File: config.mk
export PLATFORM = sky130hd
export DESIGN_NAME = sha1_byte_stream_hasher_core
export DESIGN_NICKNAME = d
export VERILOG_FILES = /design/src/rtl/sha1bsh_pkg.sv /design/src/rtl/sha1bsh_front.sv /design/src/rtl/sha1bsh_queue.sv /design/src/rtl/sha1bsh_engine.sv /design/src/rtl/sha1bsh_back.sv /design/src/rtl/sha1_byte_stream_hasher_core.sv
export VERILOG_INCLUDE_DIRS = /design/src /design/src/rtl
export SDC_FILE = /design/constraint.sdc
export NUM_CORES = 2
export LEC_CHECK = 0
export BUFFER_PORTS_ARGS = -buffer_cell sky130_fd_sc_hd__buf_4
export CAP_MARGIN = 25
export CORE_MARGIN = 4
export CORE_UTILIZATION = 55
export DETAILED_ROUTE_END_ITERATION = 16
export GPL_TIMING_DRIVEN = 0
export PLACE_DENSITY = 0.72
export SLEW_MARGIN = 10
export SYNTH_ARGS = -nofsm -noshare
export SYNTH_HDL_FRONTEND = slang
export SYNTH_HIERARCHICAL = 1
export SYNTH_SLANG_ARGS = --single-unit
File: constraint.sdc
create_clock -name clk -period 12.15 [get_ports clk]
set_input_delay 0.6075 -clock clk [delete_from_list [all_inputs] [get_ports clk]]
set_output_delay 0.6075 -clock clk [all_outputs]
set_load 0.1 [all_outputs]
File: src/rtl/assert_macros.svh
// ---------------------------------------------------------------------------
// assert_macros.svh
// assertion macros shared by the sha-1 stream hasher rtl
// ---------------------------------------------------------------------------
`ifndef ASSERT_MACROS_SVH
`define ASSERT_MACROS_SVH

// same-cycle implication
`define SHA_ASSERT_IMP(lbl, ck, rstn, ante, cons) \
  lbl: assert property (@(posedge ck) disable iff (!rstn) (ante) |-> (cons)) \
    else $error("sha1 hasher assertion failed");

// next-cycle implication
`define SHA_ASSERT_NXT(lbl, ck, rstn, ante, cons) \
  lbl: assert property (@(posedge ck) disable iff (!rstn) (ante) |=> (cons)) \
    else $error("sha1 hasher assertion failed");

`endif

File: src/rtl/sha1bsh_pkg.sv
// ---------------------------------------------------------------------------
// sha1bsh_pkg
// shared types and constants of the sha-1 byte stream hasher
// ---------------------------------------------------------------------------
`default_nettype none

package sha1bsh_pkg;

  localparam int QDEPTH = 4;
  localparam int QPTRW  = $clog2(QDEPTH);
  localparam int QCNTW  = $clog2(QDEPTH + 1);
  localparam int LENW   = 61;

  typedef logic [7:0]       byte_t;
  typedef logic [31:0]      word_t;
  typedef logic [4:0][31:0] chain_t;
  typedef logic [1:0]       op_t;

  localparam op_t OP_NONE     = 2'd0;
  localparam op_t OP_BYTE     = 2'd1;
  localparam op_t OP_END      = 2'd2;
  localparam op_t OP_BYTE_END = 2'd3;

  typedef struct packed {
    byte_t data;
    op_t   op;
  } item_t;

  typedef struct packed {
    logic  load;
    logic  start;
    word_t word;
  } eng_ctl_t;

  typedef struct packed {
    logic busy;
    logic done;
  } eng_stat_t;

  localparam chain_t SHA1_IV = {32'hC3D2E1F0, 32'h10325476, 32'h98BADCFE,
                                32'hEFCDAB89, 32'h67452301};

  localparam word_t K0 = 32'h5A827999;
  localparam word_t K1 = 32'h6ED9EBA1;
  localparam word_t K2 = 32'h8F1BBCDC;
  localparam word_t K3 = 32'hCA62C1D6;

  localparam byte_t PAD_MARK = 8'h80;

endpackage

`default_nettype wire

File: src/rtl/sha1bsh_front.sv
// ---------------------------------------------------------------------------
// sha1bsh_front
// classifies incoming words and drops those that carry nothing
// ---------------------------------------------------------------------------
`default_nettype none

module sha1bsh_front (
  input  logic                in_tvalid,
  output logic                in_tready,
  input  sha1bsh_pkg::byte_t  in_tdata,   // data_byte
  input  logic                in_tuser,   // byte_present
  input  logic                in_tlast,   // end_of_message
  output logic                q_push,
  output sha1bsh_pkg::item_t  q_item,
  input  logic                q_full
);
  import sha1bsh_pkg::*;

  op_t op;

  always_comb begin
    op          = {in_tlast, in_tuser};
    q_item.data = in_tdata;
    q_item.op   = op;
    // empty words are taken at once and never queued
    in_tready   = !q_full || (op == OP_NONE);
    q_push      = in_tvalid && in_tready && (op != OP_NONE);
  end

endmodule

`default_nettype wire

File: src/rtl/sha1bsh_queue.sv
// ---------------------------------------------------------------------------
// sha1bsh_queue
// short queue of classified words between front and back
// ---------------------------------------------------------------------------
`default_nettype none
`include "assert_macros.svh"

module sha1bsh_queue (
  input  logic               clk,
  input  logic               rst_n,
  input  logic               push,
  input  sha1bsh_pkg::item_t item_i,
  output logic               full,
  input  logic               pop,
  output logic               valid,
  output sha1bsh_pkg::item_t item_o
);
  import sha1bsh_pkg::*;

  item_t            mem_r [QDEPTH];
  logic [QPTRW-1:0] wr_ptr_r;
  logic [QPTRW-1:0] rd_ptr_r;
  logic [QCNTW-1:0] count_r;

  assign full   = (count_r == QCNTW'(QDEPTH));
  assign valid  = (count_r != '0);
  assign item_o = mem_r[rd_ptr_r];

  always_ff @(posedge clk) begin
    if (push) begin
      mem_r[wr_ptr_r] <= item_i;
    end
  end

  always_ff @(posedge clk) begin
    if (!rst_n) begin
      wr_ptr_r <= '0;
      rd_ptr_r <= '0;
      count_r  <= '0;
    end else begin
      if (push) begin
        wr_ptr_r <= wr_ptr_r + QPTRW'(1);
      end
      if (pop) begin
        rd_ptr_r <= rd_ptr_r + QPTRW'(1);
      end
      if (push && !pop) begin
        count_r <= count_r + QCNTW'(1);
      end else if (pop && !push) begin
        count_r <= count_r - QCNTW'(1);
      end
    end
  end

  `SHA_ASSERT_IMP(a_q_no_underflow, clk, rst_n, pop, count_r != '0)
  `SHA_ASSERT_IMP(a_q_no_overflow, clk, rst_n, push, !full)
  `SHA_ASSERT_NXT(a_q_count_up, clk, rst_n, push && !pop,
                  count_r == $past(count_r) + QCNTW'(1))

endmodule

`default_nettype wire

File: src/rtl/sha1bsh_engine.sv
// ---------------------------------------------------------------------------
// sha1bsh_engine
// sha-1 compression: 16-word schedule window and one round per cycle
// ---------------------------------------------------------------------------
`default_nettype none
`include "assert_macros.svh"

module sha1bsh_engine (
  input  logic                   clk,
  input  logic                   rst_n,
  input  sha1bsh_pkg::eng_ctl_t  ctl,
  input  sha1bsh_pkg::chain_t    chain_i,
  output sha1bsh_pkg::eng_stat_t stat,
  output sha1bsh_pkg::chain_t    hash_o
);
  import sha1bsh_pkg::*;

  localparam logic [6:0] LAST_ROUND = 7'd79;

  word_t      win_r [16];
  chain_t     abcde_r;
  logic [6:0] cnt_r;
  logic       busy_r;
  logic       done_r;

  word_t w_mix;
  word_t w_new;
  word_t f_val;
  word_t k_val;
  word_t t_sum;
  word_t a_v, b_v, c_v, d_v, e_v;

  always_comb begin
    a_v   = abcde_r[0];
    b_v   = abcde_r[1];
    c_v   = abcde_r[2];
    d_v   = abcde_r[3];
    e_v   = abcde_r[4];
    w_mix = win_r[13] ^ win_r[8] ^ win_r[2] ^ win_r[0];
    w_new = {w_mix[30:0], w_mix[31]};
    priority if (cnt_r < 7'd20) begin
      f_val = (b_v & c_v) | (~b_v & d_v);
      k_val = K0;
    end else if (cnt_r < 7'd40) begin
      f_val = b_v ^ c_v ^ d_v;
      k_val = K1;
    end else if (cnt_r < 7'd60) begin
      f_val = (b_v & c_v) | (b_v & d_v) | (c_v & d_v);
      k_val = K2;
    end else begin
      f_val = b_v ^ c_v ^ d_v;
      k_val = K3;
    end
    t_sum = {a_v[26:0], a_v[31:27]} + f_val + e_v + k_val + win_r[0];
  end

  always_ff @(posedge clk) begin
    if (ctl.load || busy_r) begin
      for (int i = 0; i < 15; i++) begin
        win_r[i] <= win_r[i+1];
      end
      win_r[15] <= ctl.load ? ctl.word : w_new;
    end
    if (ctl.start) begin
      abcde_r <= chain_i;
    end else if (busy_r) begin
      abcde_r <= {d_v, c_v, {b_v[1:0], b_v[31:2]}, a_v, t_sum};
    end
  end

  always_ff @(posedge clk) begin
    if (!rst_n) begin
      busy_r <= 1'b0;
      done_r <= 1'b0;
      cnt_r  <= '0;
    end else begin
      done_r <= 1'b0;
      if (ctl.start) begin
        busy_r <= 1'b1;
        cnt_r  <= '0;
      end else if (busy_r) begin
        if (cnt_r == LAST_ROUND) begin
          busy_r <= 1'b0;
          done_r <= 1'b1;
        end else begin
          cnt_r <= cnt_r + 7'd1;
        end
      end
    end
  end

  assign stat.busy = busy_r;
  assign stat.done = done_r;
  assign hash_o    = abcde_r;

  `SHA_ASSERT_IMP(a_eng_start_idle, clk, rst_n, ctl.start, !busy_r)
  `SHA_ASSERT_IMP(a_eng_load_idle, clk, rst_n, ctl.load, !busy_r)
  `SHA_ASSERT_NXT(a_eng_done_after_last, clk, rst_n,
                  busy_r && (cnt_r == LAST_ROUND), done_r && !busy_r)

endmodule

`default_nettype wire

File: src/rtl/sha1bsh_back.sv
// ---------------------------------------------------------------------------
// sha1bsh_back
// byte packing, padding sequencer, chaining words and digest register
// ---------------------------------------------------------------------------
`default_nettype none
`include "assert_macros.svh"

module sha1bsh_back (
  input  logic                   clk,
  input  logic                   rst_n,
  input  logic                   q_valid,
  input  sha1bsh_pkg::item_t     q_item,
  output logic                   q_pop,
  output sha1bsh_pkg::eng_ctl_t  eng_ctl,
  input  sha1bsh_pkg::eng_stat_t eng_stat,
  input  sha1bsh_pkg::chain_t    hash_i,
  output sha1bsh_pkg::chain_t    chain_o,
  output logic                   out_tvalid,
  input  logic                   out_tready,
  output sha1bsh_pkg::chain_t    out_tdata
);
  import sha1bsh_pkg::*;

  localparam logic [2:0] ST_ACCEPT   = 3'd0;
  localparam logic [2:0] ST_PAD80    = 3'd1;
  localparam logic [2:0] ST_PADZ     = 3'd2;
  localparam logic [2:0] ST_PADLEN   = 3'd3;
  localparam logic [2:0] ST_COMPRESS = 3'd4;
  localparam logic [2:0] ST_FINISH   = 3'd5;

  localparam logic [5:0] LAST_SLOT = 6'd63;
  localparam logic [5:0] LEN_SLOT  = 6'd56;

  logic [2:0]      state_r, state_nxt;
  logic [2:0]      ret_r, ret_nxt;
  logic [5:0]      fill_r;
  logic [LENW-1:0] len_r;
  logic [23:0]     pack_r;
  chain_t          chain_r;
  chain_t          out_data_r;
  logic            out_valid_r;

  logic        push_en;
  byte_t       push_byte;
  logic        len_inc;
  logic        add_chain;
  logic        finish_load;
  logic        has_byte;
  logic        has_end;
  logic        blk_full;
  logic        out_free;
  logic [63:0] len_bits;
  logic [63:0] len_sh;

  always_comb begin
    has_byte    = (q_item.op == OP_BYTE) || (q_item.op == OP_BYTE_END);
    has_end     = (q_item.op == OP_END) || (q_item.op == OP_BYTE_END);
    blk_full    = (fill_r == LAST_SLOT);
    out_free    = !out_valid_r || out_tready;
    len_bits    = {len_r, 3'b000};
    len_sh      = len_bits >> {3'd7 - fill_r[2:0], 3'b000};
    state_nxt   = state_r;
    ret_nxt     = ret_r;
    push_en     = 1'b0;
    push_byte   = '0;
    len_inc     = 1'b0;
    add_chain   = 1'b0;
    finish_load = 1'b0;
    q_pop       = 1'b0;
    unique case (state_r)
      ST_ACCEPT: begin
        if (q_valid) begin
          q_pop = 1'b1;
          if (has_byte) begin
            push_en   = 1'b1;
            push_byte = q_item.data;
            len_inc   = 1'b1;
          end
          if (has_byte && blk_full) begin
            state_nxt = ST_COMPRESS;
            ret_nxt   = has_end ? ST_PAD80 : ST_ACCEPT;
          end else if (has_end) begin
            state_nxt = ST_PAD80;
          end
        end
      end
      ST_PAD80: begin
        push_en   = 1'b1;
        push_byte = PAD_MARK;
        if (blk_full) begin
          state_nxt = ST_COMPRESS;
          ret_nxt   = ST_PADZ;
        end else begin
          state_nxt = ST_PADZ;
        end
      end
      ST_PADZ: begin
        if (fill_r == LEN_SLOT) begin
          state_nxt = ST_PADLEN;
        end else begin
          push_en = 1'b1;
          if (blk_full) begin
            state_nxt = ST_COMPRESS;
            ret_nxt   = ST_PADZ;
          end
        end
      end
      ST_PADLEN: begin
        push_en   = 1'b1;
        push_byte = len_sh[7:0];
        if (blk_full) begin
          state_nxt = ST_COMPRESS;
          ret_nxt   = ST_FINISH;
        end
      end
      ST_COMPRESS: begin
        if (eng_stat.done) begin
          add_chain = 1'b1;
          state_nxt = ret_r;
        end
      end
      ST_FINISH: begin
        if (out_free) begin
          finish_load = 1'b1;
          state_nxt   = ST_ACCEPT;
        end
      end
      default: begin
        state_nxt = ST_ACCEPT;
      end
    endcase
    eng_ctl.load  = push_en && (fill_r[1:0] == 2'b11);
    eng_ctl.start = push_en && blk_full;
    eng_ctl.word  = {pack_r, push_byte};
  end

  always_ff @(posedge clk) begin
    if (push_en) begin
      pack_r <= {pack_r[15:0], push_byte};
    end
    if (finish_load) begin
      out_data_r <= chain_r;
    end
  end

  always_ff @(posedge clk) begin
    if (!rst_n) begin
      state_r     <= ST_ACCEPT;
      ret_r       <= ST_ACCEPT;
      fill_r      <= '0;
      len_r       <= '0;
      chain_r     <= SHA1_IV;
      out_valid_r <= 1'b0;
    end else begin
      state_r <= state_nxt;
      ret_r   <= ret_nxt;
      if (push_en) begin
        fill_r <= fill_r + 6'd1;
      end
      if (finish_load) begin
        len_r <= '0;
      end else if (len_inc) begin
        len_r <= len_r + LENW'(1);
      end
      if (finish_load) begin
        chain_r <= SHA1_IV;
      end else if (add_chain) begin
        for (int i = 0; i < 5; i++) begin
          chain_r[i] <= chain_r[i] + hash_i[i];
        end
      end
      if (finish_load) begin
        out_valid_r <= 1'b1;
      end else if (out_tready) begin
        out_valid_r <= 1'b0;
      end
    end
  end

  assign chain_o    = chain_r;
  assign out_tvalid = out_valid_r;
  assign out_tdata  = out_data_r;

  `SHA_ASSERT_IMP(a_done_in_compress, clk, rst_n, eng_stat.done, state_r == ST_COMPRESS)
  `SHA_ASSERT_IMP(a_busy_in_compress, clk, rst_n, eng_stat.busy, state_r == ST_COMPRESS)
  `SHA_ASSERT_IMP(a_finish_block_empty, clk, rst_n, state_r == ST_FINISH, fill_r == '0)
  `SHA_ASSERT_IMP(a_len_in_tail, clk, rst_n, state_r == ST_PADLEN, fill_r >= LEN_SLOT)

endmodule

`default_nettype wire

File: src/rtl/sha1_byte_stream_hasher_core.sv
// ---------------------------------------------------------------------------
// sha1_byte_stream_hasher_core
// sha-1 digest of a byte stream, one optional byte per input word
// a 64-byte block is compressed in the single-round compression engine
//   (80 rounds, one chaining add) while byte intake pauses; words without
//   a byte or end mark are always taken and never queued; after the end
//   word, padding goes in one byte per cycle, held while a block is
//   compressed, one or two compressions before the digest word goes out
// reset: rst_n synchronous, loads the initial chaining values, clears counts
// ---------------------------------------------------------------------------
`default_nettype none

module sha1_byte_stream_hasher_core (
  input  logic         clk,
  input  logic         rst_n,
  input  logic         in_tvalid,
  output logic         in_tready,
  input  logic [7:0]   in_tdata,    // data_byte
  input  logic         in_tuser,    // byte_present
  input  logic         in_tlast,    // end_of_message
  output logic         out_tvalid,
  input  logic         out_tready,
  output logic [159:0] out_tdata    // digest_word0 .. digest_word4
);
  import sha1bsh_pkg::*;

  logic      q_push;
  logic      q_full;
  logic      q_pop;
  logic      q_valid;
  item_t     q_in;
  item_t     q_out;
  eng_ctl_t  eng_ctl;
  eng_stat_t eng_stat;
  chain_t    hash;
  chain_t    chain;
  chain_t    digest;

  sha1bsh_front u_front (
    .in_tvalid (in_tvalid),
    .in_tready (in_tready),
    .in_tdata  (in_tdata),
    .in_tuser  (in_tuser),
    .in_tlast  (in_tlast),
    .q_push    (q_push),
    .q_item    (q_in),
    .q_full    (q_full)
  );

  sha1bsh_queue u_queue (
    .clk    (clk),
    .rst_n  (rst_n),
    .push   (q_push),
    .item_i (q_in),
    .full   (q_full),
    .pop    (q_pop),
    .valid  (q_valid),
    .item_o (q_out)
  );

  sha1bsh_back u_back (
    .clk        (clk),
    .rst_n      (rst_n),
    .q_valid    (q_valid),
    .q_item     (q_out),
    .q_pop      (q_pop),
    .eng_ctl    (eng_ctl),
    .eng_stat   (eng_stat),
    .hash_i     (hash),
    .chain_o    (chain),
    .out_tvalid (out_tvalid),
    .out_tready (out_tready),
    .out_tdata  (digest)
  );

  sha1bsh_engine u_engine (
    .clk     (clk),
    .rst_n   (rst_n),
    .ctl     (eng_ctl),
    .chain_i (chain),
    .stat    (eng_stat),
    .hash_o  (hash)
  );

  assign out_tdata = digest;

endmodule

`default_nettype wire
After elaboration in Yosys (flattened, before gate mapping)
Memories as Yosys holds them, arrays and structs flattened. A register that Yosys moved wholly into a read port is not among the register bits.
Cells that the tools add are included.
W data, S select, Z words.
{"block": "classes", "add_sub_neg": 17, "magnitude_cmp": 3, "n_eq_ne": 20, "shifts": 1, "n_mux": 53, "bitwise": 16, "reduce_logical": 31}
{"operator": "$mux W160", "count": 2}
{"operator": "$add A32 B32 Y32", "count": 9}
{"operator": "$mux W32", "count": 6}
{"operator": "$xor A32 B32 Y32", "count": 5}
{"operator": "$and A32 B32 Y32", "count": 4}
{"operator": "$or A32 B32 Y32", "count": 3}
{"operator": "$shr A64 B6 Y8", "count": 1}
{"operator": "$add A61 B1 Y61 const B", "count": 1}
{"operator": "$mux W3", "count": 15}
{"operator": "$not A32 Y32", "count": 1}
{"operator": "$mux W31", "count": 1}
{"operator": "$pmux W8 S3", "count": 1}
{"operator": "$mux W1", "count": 21}
{"operator": "$pmux W3 S6", "count": 1}
{"operator": "$mux W8", "count": 2}
{"operator": "$lt A7 B6 Y1 const B", "count": 2}
{"operator": "$eq A6 B6 Y1 const B", "count": 2}
{"operator": "$pmux W3 S4", "count": 1}
{"operator": "$eq A3 B3 Y1 const B", "count": 3}
{"operator": "$ne A2 B1 Y1 const B", "count": 4}
{"operator": "$reduce_bool A2 Y1", "count": 4}
{"operator": "$add A7 B1 Y7 const B", "count": 1}
{"operator": "$eq A7 B7 Y1 const B", "count": 1}
{"operator": "$logic_and A1 B1 Y1", "count": 7}
{"operator": "other kinds (26)", "count": 43}
{"block": "word_totals", "regBits": 594, "ram_bits": 552, "inputBits": 14, "output_inout_bits": 162, "mem_count": 2}
{"memory": "u_engine.win_r", "words": 16, "width": 32, "rd": 16, "rd_ports_with_merged_regs": 0, "wr": 16, "line": "sha1bsh_engine.sv:20", "source": "word_t win_r [16];"}
{"memory": "u_queue.mem_r", "words": 4, "width": 10, "rd": 1, "rd_ports_with_merged_regs": 1, "wr": 1, "line": "sha1bsh_queue.sv:20", "source": "item_t mem_r [QDEPTH];"}

Logic depth before layout (Yosys ltp)
{"block": "depth", "ltp_word": 12, "depth_mapped": 24, "depth_no_buf": 21}

Modules after synthesis
The synthesis kept the hierarchy.
{"mod": "sha1bsh_engine", "n_inst": 1, "cells_per_inst": 1761, "area_each_um2": 29304.4, "seq_area_each_um2": 20359.5}
{"mod": "sha1bsh_back", "n_inst": 1, "cells_per_inst": 2256, "area_each_um2": 22133.7, "seq_area_each_um2": 10209.8}
{"mod": "sha1bsh_queue", "n_inst": 1, "cells_per_inst": 95, "area_each_um2": 1889.3, "seq_area_each_um2": 1381.3}
{"mod": "sha1bsh_front", "n_inst": 1, "cells_per_inst": 13, "area_each_um2": 96.3, "seq_area_each_um2": 0.0}

Least setup slack after synthesis
OpenSTA, ideal clock, no wires.
{"block": "synth_path", "kind": "register to register", "start": "register u_back.fill_r[0]", "end": "memory u_engine/win_r[0][0] (netlist name) (enable)", "setup_time_ns": 0.667, "t_arrival_ns": 9.843, "path_slack_ns": 1.640, "stages_incl_launch_ff": 11, "path_buffers": 3, "period_less_slack_ns": 10.510, "path_cell_list": "dfxtp_1 -> clkbuf_1 -> clkbuf_1 -> inv_1 -> ha_1 -> nand3b_1 -> a21oi_1 -> o21bai_1 -> and2_1 -> clkbuf_1 -> or2_2"}
{"item": "start, declared", "line": "sha1bsh_back.sv:36", "source": "logic [5:0] fill_r;"}
{"item": "start signal, assigned", "line": "sha1bsh_back.sv:158", "source": "fill_r <= fill_r + 6'd1;"}
{"item": "end, declared", "line": "sha1bsh_engine.sv:20"}

Worst setup path after layout
{"block": "layout_path", "start": "register u_engine.cnt_r[6]", "end": "register u_engine.abcde_r (netlist bit u_engine/a_v[30]), data pin"}
{"block": "layout_between", "elab_chain_cells": 10}
{"item": "start, declared", "line": "sha1bsh_engine.sv:22", "source": "logic [6:0] cnt_r;"}
{"item": "start signal, assigned", "line": "sha1bsh_engine.sv:86", "source": "cnt_r <= cnt_r + 7'd1;"}
{"item": "$lt A7 B6 Y1", "line": "sha1bsh_engine.sv:47", "source": "end else if (cnt_r < 7'd60) begin"}
{"item": "$mux W32", "line": "sha1bsh_engine.sv:47"}
{"item": "$mux W32", "line": "sha1bsh_engine.sv:44", "source": "end else if (cnt_r < 7'd40) begin"}
{"item": "$mux W32", "line": "sha1bsh_engine.sv:41", "source": "priority if (cnt_r < 7'd20) begin"}
{"item": "$add A32 B32 Y32 (2 in series)", "line": "sha1bsh_engine.sv:54", "source": "t_sum = {a_v[26:0], a_v[31:27]} + f_val + e_v + k_val + win_r[0];"}
{"item": "$add A32 B32 Y32 (*) (2 in series)", "line": "sha1bsh_engine.sv:54"}
{"item": "$mux W160 (*)", "line": "sha1bsh_engine.sv:66", "source": "end else if (busy_r) begin"}
{"item": "$mux W160 (*)", "line": "sha1bsh_engine.sv:64", "source": "if (ctl.start) begin"}
{"item": "end signal, assigned", "line": "sha1bsh_engine.sv:65", "source": "abcde_r <= chain_i;"}
{"item": "end signal, assigned", "line": "sha1bsh_engine.sv:67", "source": "abcde_r <= {d_v, c_v, {b_v[1:0], b_v[31:2]}, a_v, t_sum};"}
{"item": "end, declared", "line": "sha1bsh_engine.sv:21", "source": "chain_t abcde_r;"}
Mark *: on every way between the ends. The rest lies on a longest branch, timed or not. The select of a mux whose other input is x is not followed.
A chain may end at the register's enable or synchronous reset.

==> impl_metrics.env <==
export IMPL_outcome="finished clean"
export IMPL_path_class="reg -> reg"
export IMPL_fin_crit_ps=8200
export IMPL_grt_start_max_net_pins=69
export IMPL_hold_depth=1
export IMPL_p_leak_uw=0.0226
export IMPL_fin_cells=5820
export IMPL_p_seq_share_pct=51.9
export IMPL_gp_congestion=0.988
export IMPL_met2_usage_pct=44.1
export IMPL_hold_viol_final=0
export IMPL_drc=0
export IMPL_h_tree_depth=3
export IMPL_rows=114
export IMPL_dpl_cell_area_sq_um=57000
export IMPL_syn_to_final_growth_pct=14.1
export IMPL_dieArea_sq_um=102000
export IMPL_pwr_share_comb_pct=5.0
export IMPL_drt_wirelength_per_cell_um=24.6
export IMPL_multiInputGateArea_sq_um=20200
export IMPL_worst_pin_slew_ps=1210
export IMPL_drive_above_1_share_pct=13.2
export IMPL_io_pins=176
export IMPL_cts_tree="built"
export IMPL_grt_met3_usage_pct=4.17
export IMPL_p_switching_uw=1870
export IMPL_fin_crit_sh_pct=67.5
export IMPL_cp_start_kind="flop"
export IMPL_utilization_pct=63.1
export IMPL_worstPathArrival_ps=8640
export IMPL_die_x_um=320
export IMPL_ir_drop_mv=0.143
export IMPL_syn_area_per_cell_sq_um=13.0
export IMPL_track_usage_pct=27.3
export IMPL_firstDrtPassIters=8
export IMPL_grt_pass1_wl_um=209000
export IMPL_core_area_sq_um=96600
export IMPL_finClkSkew_ps=39.9
export IMPL_cts_repair_resized=0
export IMPL_start_util_pct=55.3
export IMPL_cts_buffers=114
export IMPL_antenna_found_initial=2
export IMPL_clk_pin_slew_worst_paths_ps=70
export IMPL_synth_net_count=4487
export IMPL_clockBufferDepth=3
export IMPL_drt_iter0_markers=3826
export IMPL_r2r_cells=22
export IMPL_via_per_inst=5.98
export IMPL_io_buffer_count=167
export IMPL_p_int_uw=6650
export IMPL_final_area_sq_um=61000
export IMPL_top_usage_layer="met2"
export IMPL_dp_cells=5603
export IMPL_fin_nets=4806
export IMPL_drtAntennaViolNets=0
export IMPL_max_freq_ghz=0.122
export IMPL_grt_pass1_vias=33200
export IMPL_cts_hold_buf=0
export IMPL_grt_use_met1_pct=36.9
export IMPL_ff_latch_area_sq_um=32000
export IMPL_nFillCells=7282
export IMPL_setup_viol=0
export IMPL_drv_cap=0
export IMPL_cts_sinks=1148
export IMPL_routed_wl_um=143000
export IMPL_hold_path_class="in -> reg"
export IMPL_crit_path_end_kind="flop"
export IMPL_dp_hpwl_um=106000
export IMPL_root_buffer="clkbuf_16"
export IMPL_clk_latency_ps=720
export IMPL_grt_ovfl_total=0
export IMPL_p_sw_share_pct=22.0
export IMPL_via_count=34800
export IMPL_synthCells=4124
export IMPL_die_h_um=320
export IMPL_slew_violations=0
export IMPL_clkPwrFrac_pct=43.1
export IMPL_post_cts_buffers=0
export IMPL_slew_headroom_pct=19.2
export IMPL_critPathRequiredTime_ps=12590
export IMPL_crit_fanout=10
export IMPL_synth_warnings=6
export IMPL_power_density_nw_per_um2=140
export IMPL_rsz0062_at_grt="false"
export IMPL_synth_area_sq_um=53400
per-layer routing:
layer	routed length [um]	up-vias
li1	-	15700
met1	58000	17200
met2	66900	1509
met3	10300	354
met4	7720	0
met5	0	-
worst max-delay path, cell delays in order, from the launching register on:
cell and delay, ps:
dfxtp_1 310, clkbuf_1 350, or2_2 200, or2_0 710
clkbuf_1 760, buf_1 840, nand2_1 530, inv_1 340
fa_1 450, inv_1 90, fa_1 430, inv_1 120
fa_1 420, inv_1 80, ha_1 190, o21ai_0 150
o21a_1 220, or3b_4 410, a211o_1 370, a21oi_2 300
o211ai_2 160, and4_4 200, a311o_1 290
sequential cells by signal, summed over array words and instances (netlist names), named ones only:
signal / cells
u_engine/done_r: 1
u_engine/busy_r: 1
u_engine/win_r: 512
u_engine/c_v: 32
u_queue/wr_ptr_r: 2
u_engine/b_v: 32
u_back/chain_o: 160
u_back/state_r: 3
u_engine/d_v: 32
u_engine/e_v: 32
u_back/out_tvalid: 1
u_back/pack_r: 24
u_engine/a_v: 32
u_queue/rd_ptr_r: 2
u_back/fill_r: 6
u_queue/mem_r: 40
u_engine/cnt_r: 7
u_back/out_tdata: 160
u_back/ret_r: 3
u_queue/count_r: 3
u_back/len_r: 61
layout by cell type, fill, tap and decap left out, drive strengths merged, types with 43 or more instances in the layout:
cell,count
edfxtp,896
xor2,106
o211ai,53
dfxtp,252
nand2,359
nor2,225
a21o,76
a21oi,244
o21ai,215
ha,228
xnor2,199
clkbuf,244
fa,121
inv,196
buf,243
clkinv,43
nor2b,54
mux2,124
nand3,83
stage by stage:
step	setup TNS [ps]	setup slack [ps]	hold WS, ps	total power [uW]
after CTS	0	4200	33.0	8590
after floorplan	0	1640	400	4790
after global placement	-944690	-1880	401	4930
after detailed placement	0	4270	405	4930
final	0	3950	87.6	8520
after global routing	0	3850	44.3	8800
path summary, 6_finish.rpt:
check | startpoint | to | slack [ps]
max | u_engine/cnt_r[6] | u_engine/a_v[30] | 3950
min | in_tdata[1] | u_queue/mem_r[3][3] | 90
min reg2reg | u_engine/win_r[1][249] | u_engine/win_r[1][217] | 400
max reg2reg | u_engine/cnt_r[6] | u_engine/a_v[30] | 3950
power by group through the flow:
stage	sequential (uW)	combinational, uW	clock, uW
after global routing	4430	464	3910
after global placement	4520	401	0
after CTS	4420	427	3740
final	4420	426	3680
after detailed placement	4500	424	0
after floorplan	4490	301	0
area by class of cell:
| cell class | instances | area share, % |
|---|---|---|
| Sequential cell | 1148 | 52.4 |
| Tap cell | 1276 | 2.62 |
| Multi-Input combinational cell | 2643 | 33.1 |
| Antenna cell | 2 | 0.00821 |
| Clock buffer | 145 | 5.16 |
| Inverter | 194 | 1.19 |
| Timing Repair Buffer | 203 | 3.14 |
| Buffer | 139 | 0.965 |
| Clock inverter | 70 | 1.38 |
No activity file was read; power rests on OpenSTA's default activity.
